$ cat src/rtl/tqm_pkg.sv
package tqm_pkg;

  localparam int NUM_SLOTS = 16;
  localparam int IDX_W     = (NUM_SLOTS > 1) ? $clog2(NUM_SLOTS) : 1;
  localparam int MS_W      = 24;
  localparam int TIME_W    = 32;

  localparam logic [MS_W-1:0] MS_MAX = {MS_W{1'b1}};

  // command codes
  localparam logic [2:0] CMD_ARM      = 3'd0;
  localparam logic [2:0] CMD_CHANGE   = 3'd1;
  localparam logic [2:0] CMD_STOP     = 3'd2;
  localparam logic [2:0] CMD_STOP_ALL = 3'd3;
  localparam logic [2:0] CMD_TICK     = 3'd4;
  localparam logic [2:0] CMD_QUERY    = 3'd5;

  // result kinds
  localparam logic [1:0] KIND_ACK    = 2'd0;
  localparam logic [1:0] KIND_FIRED  = 2'd1;
  localparam logic [1:0] KIND_REPORT = 2'd2;
  localparam logic [1:0] KIND_ERROR  = 2'd3;

  typedef struct packed {
    logic [2:0]      command;
    logic [3:0]      slot;
    logic [MS_W-1:0] delay_ms;
    logic [MS_W-1:0] period_ms;
  } cmd_t;

  typedef struct packed {
    logic [1:0]      kind;
    logic [3:0]      fired_slot;
    logic [MS_W-1:0] remaining_ms;
    logic            none_pending;
    logic            last;
  } result_t;

  typedef struct packed {
    logic [TIME_W-1:0] expiry;
    logic [MS_W-1:0]   period;
  } slot_entry_t;

  typedef struct packed {
    logic             clear;
    logic             cmp_vld;
    logic             due_only;
    logic             active;
    logic [IDX_W-1:0] idx;
  } scan_ctl_t;

  typedef struct packed {
    logic              found;
    logic [IDX_W-1:0]  idx;
    logic [TIME_W-1:0] delta;
    logic [MS_W-1:0]   period;
  } scan_res_t;

endpackage

$ cat src/rtl/tqm_slot_mem.sv
module tqm_slot_mem (
  input  logic                      clk_i,
  input  logic                      we_i,
  input  logic [tqm_pkg::IDX_W-1:0] waddr_i,
  input  tqm_pkg::slot_entry_t      wdata_i,
  input  logic [tqm_pkg::IDX_W-1:0] raddr_i,
  output tqm_pkg::slot_entry_t      rdata_o
);
  import tqm_pkg::*;

  slot_entry_t mem_q [NUM_SLOTS];
  slot_entry_t rdata_q;

  always_ff @(posedge clk_i) begin
    if (we_i) begin
      mem_q[waddr_i] <= wdata_i;
    end
    rdata_q <= mem_q[raddr_i];
  end

  assign rdata_o = rdata_q;

endmodule

$ cat src/rtl/tqm_scanner.sv
module tqm_scanner (
  input  logic                       clk_i,
  input  logic                       rst_ni,
  input  tqm_pkg::scan_ctl_t         ctl_i,
  input  tqm_pkg::slot_entry_t       entry_i,
  input  logic [tqm_pkg::TIME_W-1:0] now_i,
  output tqm_pkg::scan_res_t         res_o
);
  import tqm_pkg::*;

  logic              found_q;
  logic [IDX_W-1:0]  idx_q;
  logic [TIME_W-1:0] delta_q;
  logic [MS_W-1:0]   period_q;

  logic [TIME_W-1:0] delta;
  logic [TIME_W-1:0] key;
  logic [TIME_W-1:0] best_key;
  logic              due;
  logic              cand;
  logic              take;

  // signed distance mapped to an unsigned order
  assign delta    = entry_i.expiry - now_i;
  assign key      = delta ^ {1'b1, {(TIME_W-1){1'b0}}};
  assign best_key = delta_q ^ {1'b1, {(TIME_W-1){1'b0}}};
  assign due      = (delta == '0) || delta[TIME_W-1];
  assign cand     = ctl_i.cmp_vld && ctl_i.active && (!ctl_i.due_only || due);
  // strict compare keeps the lower index on ties
  assign take     = cand && (!found_q || (key < best_key));

  always_ff @(posedge clk_i or negedge rst_ni) begin
    if (!rst_ni) begin
      found_q <= 1'b0;
    end else if (ctl_i.clear) begin
      found_q <= 1'b0;
    end else if (take) begin
      found_q <= 1'b1;
    end
  end

  always_ff @(posedge clk_i) begin
    if (take && !ctl_i.clear) begin
      idx_q    <= ctl_i.idx;
      delta_q  <= delta;
      period_q <= entry_i.period;
    end
  end

  assign res_o.found  = found_q;
  assign res_o.idx    = idx_q;
  assign res_o.delta  = delta_q;
  assign res_o.period = period_q;

endmodule

$ cat src/rtl/timeout_queue_manager_top.sv
// timer slot table with millisecond ticks, one-shot and periodic slots
// command channel: a word on cmd_i is taken at a clock edge with start_i high
//   and busy_o low
// result channel: each result word sits on result_o for one cycle with
//   result_valid_o high; the receiver cannot stall, so every word is final
//   when shown and last marks the final word of a command
// arm, change, stop, stop all and unknown commands: the result appears in the
//   cycle after the accepting edge and busy_o stays low
// query: one pass over the slot memory, busy_o high until the report appears
// tick: one pass per fired slot plus a closing pass that finds nothing due;
//   the single read port of the slot memory sets the pass length
// each fired word is held back one pass so that last can be set on it
// reset clears the time counter and all active bits; slot memory contents
//   are only read for active slots and need no clearing
module timeout_queue_manager_top (
  input  logic             clk_i,
  input  logic             rst_ni,
  input  logic             start_i,
  input  tqm_pkg::cmd_t    cmd_i,
  output logic             busy_o,
  output tqm_pkg::result_t result_o,
  output logic             result_valid_o
);
  import tqm_pkg::*;

  // sequencer states
  localparam logic [1:0] ST_IDLE = 2'd0;
  localparam logic [1:0] ST_SCAN = 2'd1;
  localparam logic [1:0] ST_LAST = 2'd2;
  localparam logic [1:0] ST_EVAL = 2'd3;

  localparam logic [IDX_W-1:0] LAST_IDX = IDX_W'(NUM_SLOTS - 1);

  logic [1:0]           state_q, state_d;
  logic [IDX_W-1:0]     cnt_q, cnt_d;
  logic                 cmp_vld_q;
  logic [IDX_W-1:0]     cmp_idx_q;
  logic                 tick_q, tick_d;
  logic                 pend_vld_q, pend_vld_d;
  logic [IDX_W-1:0]     pend_slot_q, pend_slot_d;
  logic [TIME_W-1:0]    now_q, now_d;
  logic [NUM_SLOTS-1:0] active_q, active_d;
  result_t              res_q, res_d;
  logic                 res_vld_q, res_vld_d;

  logic                 accept;
  logic                 in_range;
  logic [IDX_W-1:0]     slot_idx;
  logic                 scan_clear;

  logic                 mem_we;
  logic [IDX_W-1:0]     mem_waddr;
  slot_entry_t          mem_wdata;
  slot_entry_t          mem_rdata;

  scan_ctl_t            scan_ctl;
  scan_res_t            scan_res;

  logic                 best_due;
  logic [MS_W-1:0]      best_rem;

  assign accept   = start_i && (state_q == ST_IDLE);
  assign in_range = 32'(cmd_i.slot) < 32'(NUM_SLOTS);
  assign slot_idx = IDX_W'(cmd_i.slot);

  // remaining time of the earliest slot, saturated
  assign best_due = (scan_res.delta == '0) || scan_res.delta[TIME_W-1];
  always_comb begin
    if (best_due) begin
      best_rem = '0;
    end else if (scan_res.delta > TIME_W'(MS_MAX)) begin
      best_rem = MS_MAX;
    end else begin
      best_rem = scan_res.delta[MS_W-1:0];
    end
  end

  always_comb begin
    state_d     = state_q;
    cnt_d       = cnt_q;
    tick_d      = tick_q;
    pend_vld_d  = pend_vld_q;
    pend_slot_d = pend_slot_q;
    now_d       = now_q;
    active_d    = active_q;
    res_d       = res_q;
    res_vld_d   = 1'b0;
    scan_clear  = 1'b0;
    mem_we      = 1'b0;
    mem_waddr   = slot_idx;
    mem_wdata.expiry = now_q + TIME_W'(cmd_i.delay_ms);
    mem_wdata.period = cmd_i.period_ms;

    unique case (state_q)
      ST_IDLE: begin
        if (accept) begin
          res_vld_d          = 1'b1;
          res_d.kind         = KIND_ACK;
          res_d.fired_slot   = cmd_i.slot;
          res_d.remaining_ms = '0;
          res_d.none_pending = 1'b0;
          res_d.last         = 1'b1;
          unique case (cmd_i.command)
            CMD_ARM: begin
              if (in_range) begin
                mem_we             = 1'b1;
                active_d[slot_idx] = 1'b1;
              end else begin
                res_d.kind = KIND_ERROR;
              end
            end
            CMD_CHANGE: begin
              if (in_range && active_q[slot_idx]) begin
                mem_we = 1'b1;
              end else begin
                res_d.kind = KIND_ERROR;
              end
            end
            CMD_STOP: begin
              if (in_range) begin
                active_d[slot_idx] = 1'b0;
              end else begin
                res_d.kind = KIND_ERROR;
              end
            end
            CMD_STOP_ALL: begin
              active_d         = '0;
              res_d.fired_slot = '0;
            end
            CMD_TICK: begin
              res_vld_d  = 1'b0;
              now_d      = now_q + 1'b1;
              tick_d     = 1'b1;
              pend_vld_d = 1'b0;
              cnt_d      = '0;
              scan_clear = 1'b1;
              state_d    = ST_SCAN;
            end
            CMD_QUERY: begin
              res_vld_d  = 1'b0;
              tick_d     = 1'b0;
              cnt_d      = '0;
              scan_clear = 1'b1;
              state_d    = ST_SCAN;
            end
            default: begin
              // unknown command: plain acknowledge
              res_d.fired_slot = '0;
            end
          endcase
        end
      end
      ST_SCAN: begin
        cnt_d = cnt_q + 1'b1;
        if (cnt_q == LAST_IDX) begin
          state_d = ST_LAST;
        end
      end
      ST_LAST: begin
        // compare of the final entry completes here
        state_d = ST_EVAL;
      end
      ST_EVAL: begin
        res_d.remaining_ms = '0;
        res_d.none_pending = 1'b0;
        res_d.fired_slot   = 4'(pend_slot_q);
        res_d.kind         = KIND_FIRED;
        if (tick_q) begin
          if (scan_res.found) begin
            // release the held fired word, it is not the final one
            res_vld_d   = pend_vld_q;
            res_d.last  = 1'b0;
            pend_vld_d  = 1'b1;
            pend_slot_d = scan_res.idx;
            if (scan_res.period != '0) begin
              mem_we           = 1'b1;
              mem_waddr        = scan_res.idx;
              mem_wdata.expiry = now_q + TIME_W'(scan_res.period);
              mem_wdata.period = scan_res.period;
            end else begin
              active_d[scan_res.idx] = 1'b0;
            end
            cnt_d      = '0;
            scan_clear = 1'b1;
            state_d    = ST_SCAN;
          end else begin
            res_vld_d  = 1'b1;
            res_d.last = 1'b1;
            if (!pend_vld_q) begin
              // nothing was due on this tick
              res_d.kind       = KIND_ACK;
              res_d.fired_slot = '0;
            end
            pend_vld_d = 1'b0;
            state_d    = ST_IDLE;
          end
        end else begin
          res_vld_d  = 1'b1;
          res_d.kind = KIND_REPORT;
          res_d.last = 1'b1;
          if (scan_res.found) begin
            res_d.fired_slot   = 4'(scan_res.idx);
            res_d.remaining_ms = best_rem;
          end else begin
            res_d.fired_slot   = '0;
            res_d.none_pending = 1'b1;
          end
          state_d = ST_IDLE;
        end
      end
      default: begin
        state_d = ST_IDLE;
      end
    endcase
  end

  always_ff @(posedge clk_i or negedge rst_ni) begin
    if (!rst_ni) begin
      state_q    <= ST_IDLE;
      cnt_q      <= '0;
      cmp_vld_q  <= 1'b0;
      tick_q     <= 1'b0;
      pend_vld_q <= 1'b0;
      now_q      <= '0;
      active_q   <= '0;
      res_vld_q  <= 1'b0;
    end else begin
      state_q    <= state_d;
      cnt_q      <= cnt_d;
      cmp_vld_q  <= (state_q == ST_SCAN);
      tick_q     <= tick_d;
      pend_vld_q <= pend_vld_d;
      now_q      <= now_d;
      active_q   <= active_d;
      res_vld_q  <= res_vld_d;
    end
  end

  // payload registers
  always_ff @(posedge clk_i) begin
    cmp_idx_q   <= cnt_q;
    pend_slot_q <= pend_slot_d;
    res_q       <= res_d;
  end

  tqm_slot_mem u_slot_mem (
    .clk_i   (clk_i),
    .we_i    (mem_we),
    .waddr_i (mem_waddr),
    .wdata_i (mem_wdata),
    .raddr_i (cnt_q),
    .rdata_o (mem_rdata)
  );

  // read data of entry cmp_idx_q arrives in the cycle after its address, together with cmp_idx_q
  assign scan_ctl.clear    = scan_clear;
  assign scan_ctl.cmp_vld  = cmp_vld_q;
  assign scan_ctl.due_only = tick_q;
  assign scan_ctl.active   = active_q[cmp_idx_q];
  assign scan_ctl.idx      = cmp_idx_q;

  tqm_scanner u_scanner (
    .clk_i   (clk_i),
    .rst_ni  (rst_ni),
    .ctl_i   (scan_ctl),
    .entry_i (mem_rdata),
    .now_i   (now_q),
    .res_o   (scan_res)
  );

  assign busy_o         = (state_q != ST_IDLE);
  assign result_o       = res_q;
  assign result_valid_o = res_vld_q;

endmodule

$ cat config.mk
export PLATFORM = sky130hd
export DESIGN_NAME = timeout_queue_manager_top
export DESIGN_NICKNAME = d
export VERILOG_FILES = /design/src/rtl/tqm_pkg.sv /design/src/rtl/tqm_slot_mem.sv /design/src/rtl/tqm_scanner.sv /design/src/rtl/timeout_queue_manager_top.sv
export SDC_FILE = /design/constraint.sdc
export NUM_CORES = 1
export LEC_CHECK = 0
export BUFFER_PORTS_ARGS = -buffer_cell sky130_fd_sc_hd__buf_4
export CORE_MARGIN = 5
export CORE_UTILIZATION = 30
export DETAILED_ROUTE_END_ITERATION = 16
export REMOVE_ABC_BUFFERS = 1
export SYNTH_ARGS = -nofsm -noshare
export SYNTH_HDL_FRONTEND = slang
export SYNTH_SLANG_ARGS = --single-unit
$ cat constraint.sdc
create_clock -name clk_i -period 8.2 [get_ports clk_i]
set_input_delay 0.82 -clock clk_i [delete_from_list [all_inputs] [get_ports clk_i]]
set_output_delay 0.82 -clock clk_i [all_outputs]
set_load 0.01 [all_outputs]
==> Word-level counts from Yosys, hierarchy flattened <==
Memories as Yosys holds them, arrays and structs flattened. A register that Yosys moved wholly into a read port is not among the register bits.
Cells that the tools add are included.
{ "op_classes": {"n_reduce_logical": 34, "n_mux": 74, "bitwise_logic": 7, "n_lt_le_gt_ge": 7, "addsub": 5, "eq_ne": 17} }
{ "ops": {"columns": ["cell", "n"], "rows": [
  ["$mux 56", 4],
  ["$mux 24", 3],
  ["$add 32x24->32", 2],
  ["$logic_not 32->1", 2],
  ["$mux 16", 4],
  ["$pmux 32 s2", 1],
  ["$pmux 16 s3", 1],
  ["$mux 4", 10],
  ["$add 32x1->32 const B", 1],
  ["$and 16x16->16", 2],
  ["$gt 32x24->1 const B", 1],
  ["$lt 32x32->1", 1],
  ["$mux 32", 1],
  ["$not 16->16", 2],
  ["$pmux 16 s2", 1],
  ["$sub 32x32->32", 1],
  ["$mux 1", 27],
  ["$mux 25", 1],
  ["$reduce_bool 24->1", 1],
  ["$or 16x16->16", 1],
  ["$lt 4x5->1 const B", 3],
  ["$mux 2", 6],
  ["$pmux 1 s2", 6],
  ["$pmux 4 s3", 1],
  ["other kinds (31)", 61]
]} }
{ "word_totals": {"ramBits": 896, "register_bits": 159, "out_inout_bits": 34, "elab_cells": 164, "in_bits": 58, "mem_count": 1} }
{ "mem_list": {"columns": ["name", "words", "width", "rd", "rd_ports_with_merged_regs", "wr", "line", "rtl"], "rows": [
  ["u_slot_mem.mem_q", 16, 56, 1, 1, 1, "tqm_slot_mem.sv:11", "slot_entry_t mem_q [NUM_SLOTS];"]
]} }

==> Depth between registers and ports, before layout <==
{ "logic_depth": {"word_depth": 10, "ltp_mapped": 18, "ltp_nobuf": 18} }

==> Hierarchy <==
A second synthesis with hierarchy kept.
{ "hier_totals": {"cells_unflattened": 2848, "hier_area_um2": 47674.5} }
{ "by_module_without_submodules": {"columns": ["module", "cells_per_inst", "area_each_um2", "seq_area_each_um2", "n_inst"], "rows": [
  ["tqm_slot_mem", 1445, 34678.3, 28026.9, 1],
  ["timeout_queue_manager_top", 885, 8114.0, 2612.5, 1],
  ["tqm_scanner", 518, 4882.2, 1826.8, 1]
]} }

==> Least setup slack after synthesis <==
No wires, ideal clock.
{ "synth_timing": {"path_kind": "register to register", "startpoint": "register now_q[0]", "endpoint": "register u_scanner.delta_q[0] (enable)", "setup_slack_ns": 0.948, "required_time_ns": 7.706, "synth_period_minus_slack_ns": 7.252, "path_stages_with_launch": 18, "setup_time_ns": 0.494, "n_path_buf": 0, "arrival_time_ns": 6.758, "path_cell_list": "dfrtp_1 ha_1 fa_1 nor2b_1 o2111ai_1 and3b_1 o21ai_2 a31oi_1 o31ai_1 mux2_2 a2111oi_4 inv_1 ha_1 nand4_1 or4_1 a21oi_1 o41ai_1 a21boi_1"} }
{ "synth_via": {"elab_chain_cells": 7, "word_cells_on_any_way": 10, "classes_between": "add/sub: 1; order compare: 1; bitwise: 1; reduce/logical: 7"} }
{ "synth_lines": {"columns": ["item", "line", "rtl"], "rows": [
  ["from (decl)", "timeout_queue_manager_top.sv:41", "logic [TIME_W-1:0] now_q, now_d;"],
  ["from (signal assigned)", "timeout_queue_manager_top.sv:233", "now_q <= now_d;"],
  ["$sub 32x32->32 (*)", "tqm_scanner.sv:24", "assign delta = entry_i.expiry - now_i;"],
  ["via u_scanner.delta[30]", "tqm_scanner.sv:16", "logic [TIME_W-1:0] delta;"],
  ["branches (longest 4 deep; another with $lt 32x32->1)", null, null],
  ["$logic_and 1x1->1 (*)", "tqm_scanner.sv:30", "assign take = cand && (!found_q || (key < best_key));"],
  ["$logic_and 1x1->1 (*)", "tqm_scanner.sv:43", "if (take && !ctl_i.clear) begin"],
  ["to (signal assigned)", "tqm_scanner.sv:45", "delta_q <= delta;"],
  ["to (decl)", "tqm_scanner.sv:13", "logic [TIME_W-1:0] delta_q;"]
]} }
Mark *: on every way through the listed nets, which the timed path passes.
A chain may end at the register's enable or synchronous reset.

==> Worst setup path in the final report <==
{ "layout_timing": {"startpoint": "register u_scanner.period_q[0]", "endpoint": "memory u_slot_mem.mem_q[12][55] (netlist name) (enable)"} }
{ "layout_via": {"elab_chain_cells": 7, "word_cells_on_any_way": 11, "classes_between": "mux: 10; reduce/logical: 1"} }
{ "layout_lines": {"columns": ["item", "line", "rtl"], "rows": [
  ["from (decl)", "tqm_scanner.sv:14", "logic [MS_W-1:0] period_q;"],
  ["from (signal assigned)", "tqm_scanner.sv:46", "period_q <= entry_i.period;"],
  ["$reduce_bool 24->1 (*)", "timeout_queue_manager_top.sv:175", "if (scan_res.period != '0) begin"],
  ["$mux 1", "timeout_queue_manager_top.sv:175", null],
  ["$mux 1", "timeout_queue_manager_top.sv:169", "if (scan_res.found) begin"],
  ["$mux 1", "timeout_queue_manager_top.sv:168", "if (tick_q) begin"],
  ["$pmux 1 s2", "timeout_queue_manager_top.sv:94", "unique case (state_q)"],
  ["$mux 1", "tqm_slot_mem.sv:15", "if (we_i) begin"],
  ["$mux 1 (implied by the code)", "tqm_slot_mem.sv:16", "mem_q[waddr_i] <= wdata_i;"],
  ["to (decl)", "tqm_slot_mem.sv:11", null]
]} }
Mark *: on every way between the ends. The rest lies on a longest branch, timed or not.

==> results.ini <==
[placement]
pre_cts_slack_ns=2.580
globalplace.congestion=0.8356
hpwlAfterDp_mm=72.21
dp_cells=4751
dpl_cell_area_sq_um=50480
port_buffers=91

[final_layout]
finalNonFillerCells=4972
fillers=14660
finalNetCount=2986
final_area_sq_um=54260
layout_commonest_cell=edfxtp_1
area_growth_syn_to_layout_pct=15.45
drive_gt1_frac=0.2290
most-common-layout-cells=edfxtp_1, mux4_2, buf_4

[yosys]
synth-async-reset-ratio=0.05311
synth.distinct_cells=76
synth-seq-cells=1111
synthTopCellsByArea=edfxtp_1, mux4_2, dfrtp_1, ha_1, dfxtp_1
syn_avg_cell_area_sq_um=17.72
yosys_warnings=0
synth_top_area_frac=0.6338
yosysTopAreaCell=edfxtp_1
yosysSeqAreaShare=0.6908
syn_area_sq_um=47000
synth_flop_cell=edfxtp_1
synth-edff-count=992
synth_cells=2652

[route]
wl_per_cell_um=23.77
drt_first_pass_iters=7
routed_wl_mm=118.2
drc=0
drt-initial-drc-count=2558
num_vias=25190
avgViaCountPerCell=5.066
postRouteAntennaNets=0

[die]
die-area_sq_um=164700
die_h_um=405.8
die_w_um=405.8
rows=145
core_sq_um=156000
start_util=0.3012
pin_count=92

[power_and_ir_drop]
vdd_drop_max_uv=204.4
total_leakage_power_uw=0.01782
p_per_area_nw_per_um2=290.1

[global_routing]
antenna_found_initial=7
grt_pass1_vias=25370
track_usage=0.1428
grt_max_degree=123
grt_pass1_wl_mm=174.2
grt_overflow=0

[clock_tree]
htree_levels=3
clock-root-buffer=clkbuf_16
cts_setup_buffers=0
cts_buffer_depth=3
cts.repair.resized=0
cts_buffers=116
clk_latency_ns=0.72
ctsHoldBuffers=0
cts_tree=built
cts_sinks=1111
clk_pin_slew_worst_paths_ns=0.06

[worst_setup_path]
crit_type=reg2reg
crit_fanout=42
endpoint_kind=flip-flop
worstSetupStartpointType=flip-flop
arrival_ns=6.02
critical_path_required_ns=8.49

[timing]
setup_viol=0
skew_ns=0.06554
slew_headroom=0.1196
drv_slew=0
grt_setup_unrepaired=false
fin_crit_sh=0.6987
setup_slack_ns=2.471
fin_setup_tns_ns=0
worstMarginPinSlew_ns=1.284
fmax_mhz=174.5
final.min_clock_period_ns=5.729
hold_viol=0

[outcome]
status=finished clean

[worst_hold_path]
hp-class=in2async

[flow_run]
cap_violations=0

## critical path, stage by stage, from the launching register on
cell and delay, ns:
edfxtp_1 0.53, nor4_1 1.03, nand4_1 0.68, o21ai_4 0.31
buf_4 0.46, mux2i_1 0.24, or3_1 0.58, nor2_4 0.53
buf_4 0.78
## synth_stat cells (18+ instances only)
library cell and n:
dfxtp_1 60, mux4_2 290, nand2b_1 22, o21ai_0 135
nor2_1 101, edfxtp_1 992, nor3_1 33, a21oi_1 93
clkbuf_1 83, dfrtp_1 59, mux2_2 25, xor2_1 25
xnor2_1 75, ha_1 114, a31oi_1 18, o21a_1 36
nand3_1 35, nor4_1 18, a21o_1 39, nand2_1 94
inv_1 101
## cell families after synthesis
family | synth area share
DFF | 0.6908
AOI/OAI and AO/OA | 0.05535
and+or+nand+nor | 0.04025
muxes | 0.1467
buffers and inverters | 0.01664
adders and majority gates | 0.03163
xor gates and xnor gates | 0.01864
## state kept, by name, indices dropped and copies added (netlist names), 2 cells and up
register / count
active_q: 16
u_scanner.period_q: 24
pend_slot_q: 4
result_o: 32
state_q: 2
cnt_q: 4
cmp_idx_q: 4
now_q: 32
u_scanner.delta_q: 32
u_slot_mem.rdata_o: 56
u_scanner.idx_q: 4
u_slot_mem.mem_q: 896
## area by class of cell
| type | instances | area, sq um | share of cell area |
|---|---|---|---|
| antenna | 1 | 2.502 | 0.00004612 |
| clock buffer | 161 | 3153 | 0.05811 |
| clock inverter | 59 | 621.8 | 0.01146 |
| inverter | 101 | 379.1 | 0.006988 |
| multi-input combinational | 1335 | 13910 | 0.2564 |
| sequential | 1111 | 32480 | 0.5987 |
| tap | 2058 | 2575 | 0.04746 |
| timing repair buffer | 146 | 1134 | 0.02089 |
## metrics by stage
| step | power, uW | hold WS, ns | utilization |
|---|---|---|---|
| 2_1_floorplan | 9912 | 0.3855 | - |
| 3_3_place_gp | 10670 | 0.3867 | 0.3235 |
| 3_5_place_dp | 10700 | 0.3902 | 0.3235 |
| 4_1_cts | 15870 | 0.2219 | 0.3477 |
| 5_1_grt | 16490 | 0.2957 | 0.3477 |
| 6_report | 15740 | 0.2351 | 0.3477 |
## routing by layer
metal  share of wire  vias up  GRT usage
li1                -    11020          -
met1            0.46    13150     0.2116
met2            0.44      856     0.2149
met3           0.072      166    0.02851
met4           0.024        0    0.03879
met5               0        -          0
## final timing paths
check                                  startpoint                  endpoint  slack (ns)  depth (start not counted)
max reg2reg                 u_scanner.period_q[0]  u_slot_mem.mem_q[12][55]        2.47                          8
max                         u_scanner.period_q[0]  u_slot_mem.mem_q[12][55]        2.47                          8
min in group clk_i         u_slot_mem.rdata_o[15]    u_scanner.period_q[15]        0.40                          0
min reg2reg                u_slot_mem.rdata_o[15]    u_scanner.period_q[15]        0.40                          0
min                                        rst_ni               active_q[4]        0.24                          1
max in group asynchronous                  rst_ni                  cnt_q[2]        7.28                          1
## report_power, final
part | switching, uW | leakage, uW | internal [uW]
clock network | 2180 | 0.00183 | 2980
logic | 1970 | 0.00572 | 1500
registers | 320 | 0.0103 | 6790
No activity file was read; power rests on OpenSTA's default activity.
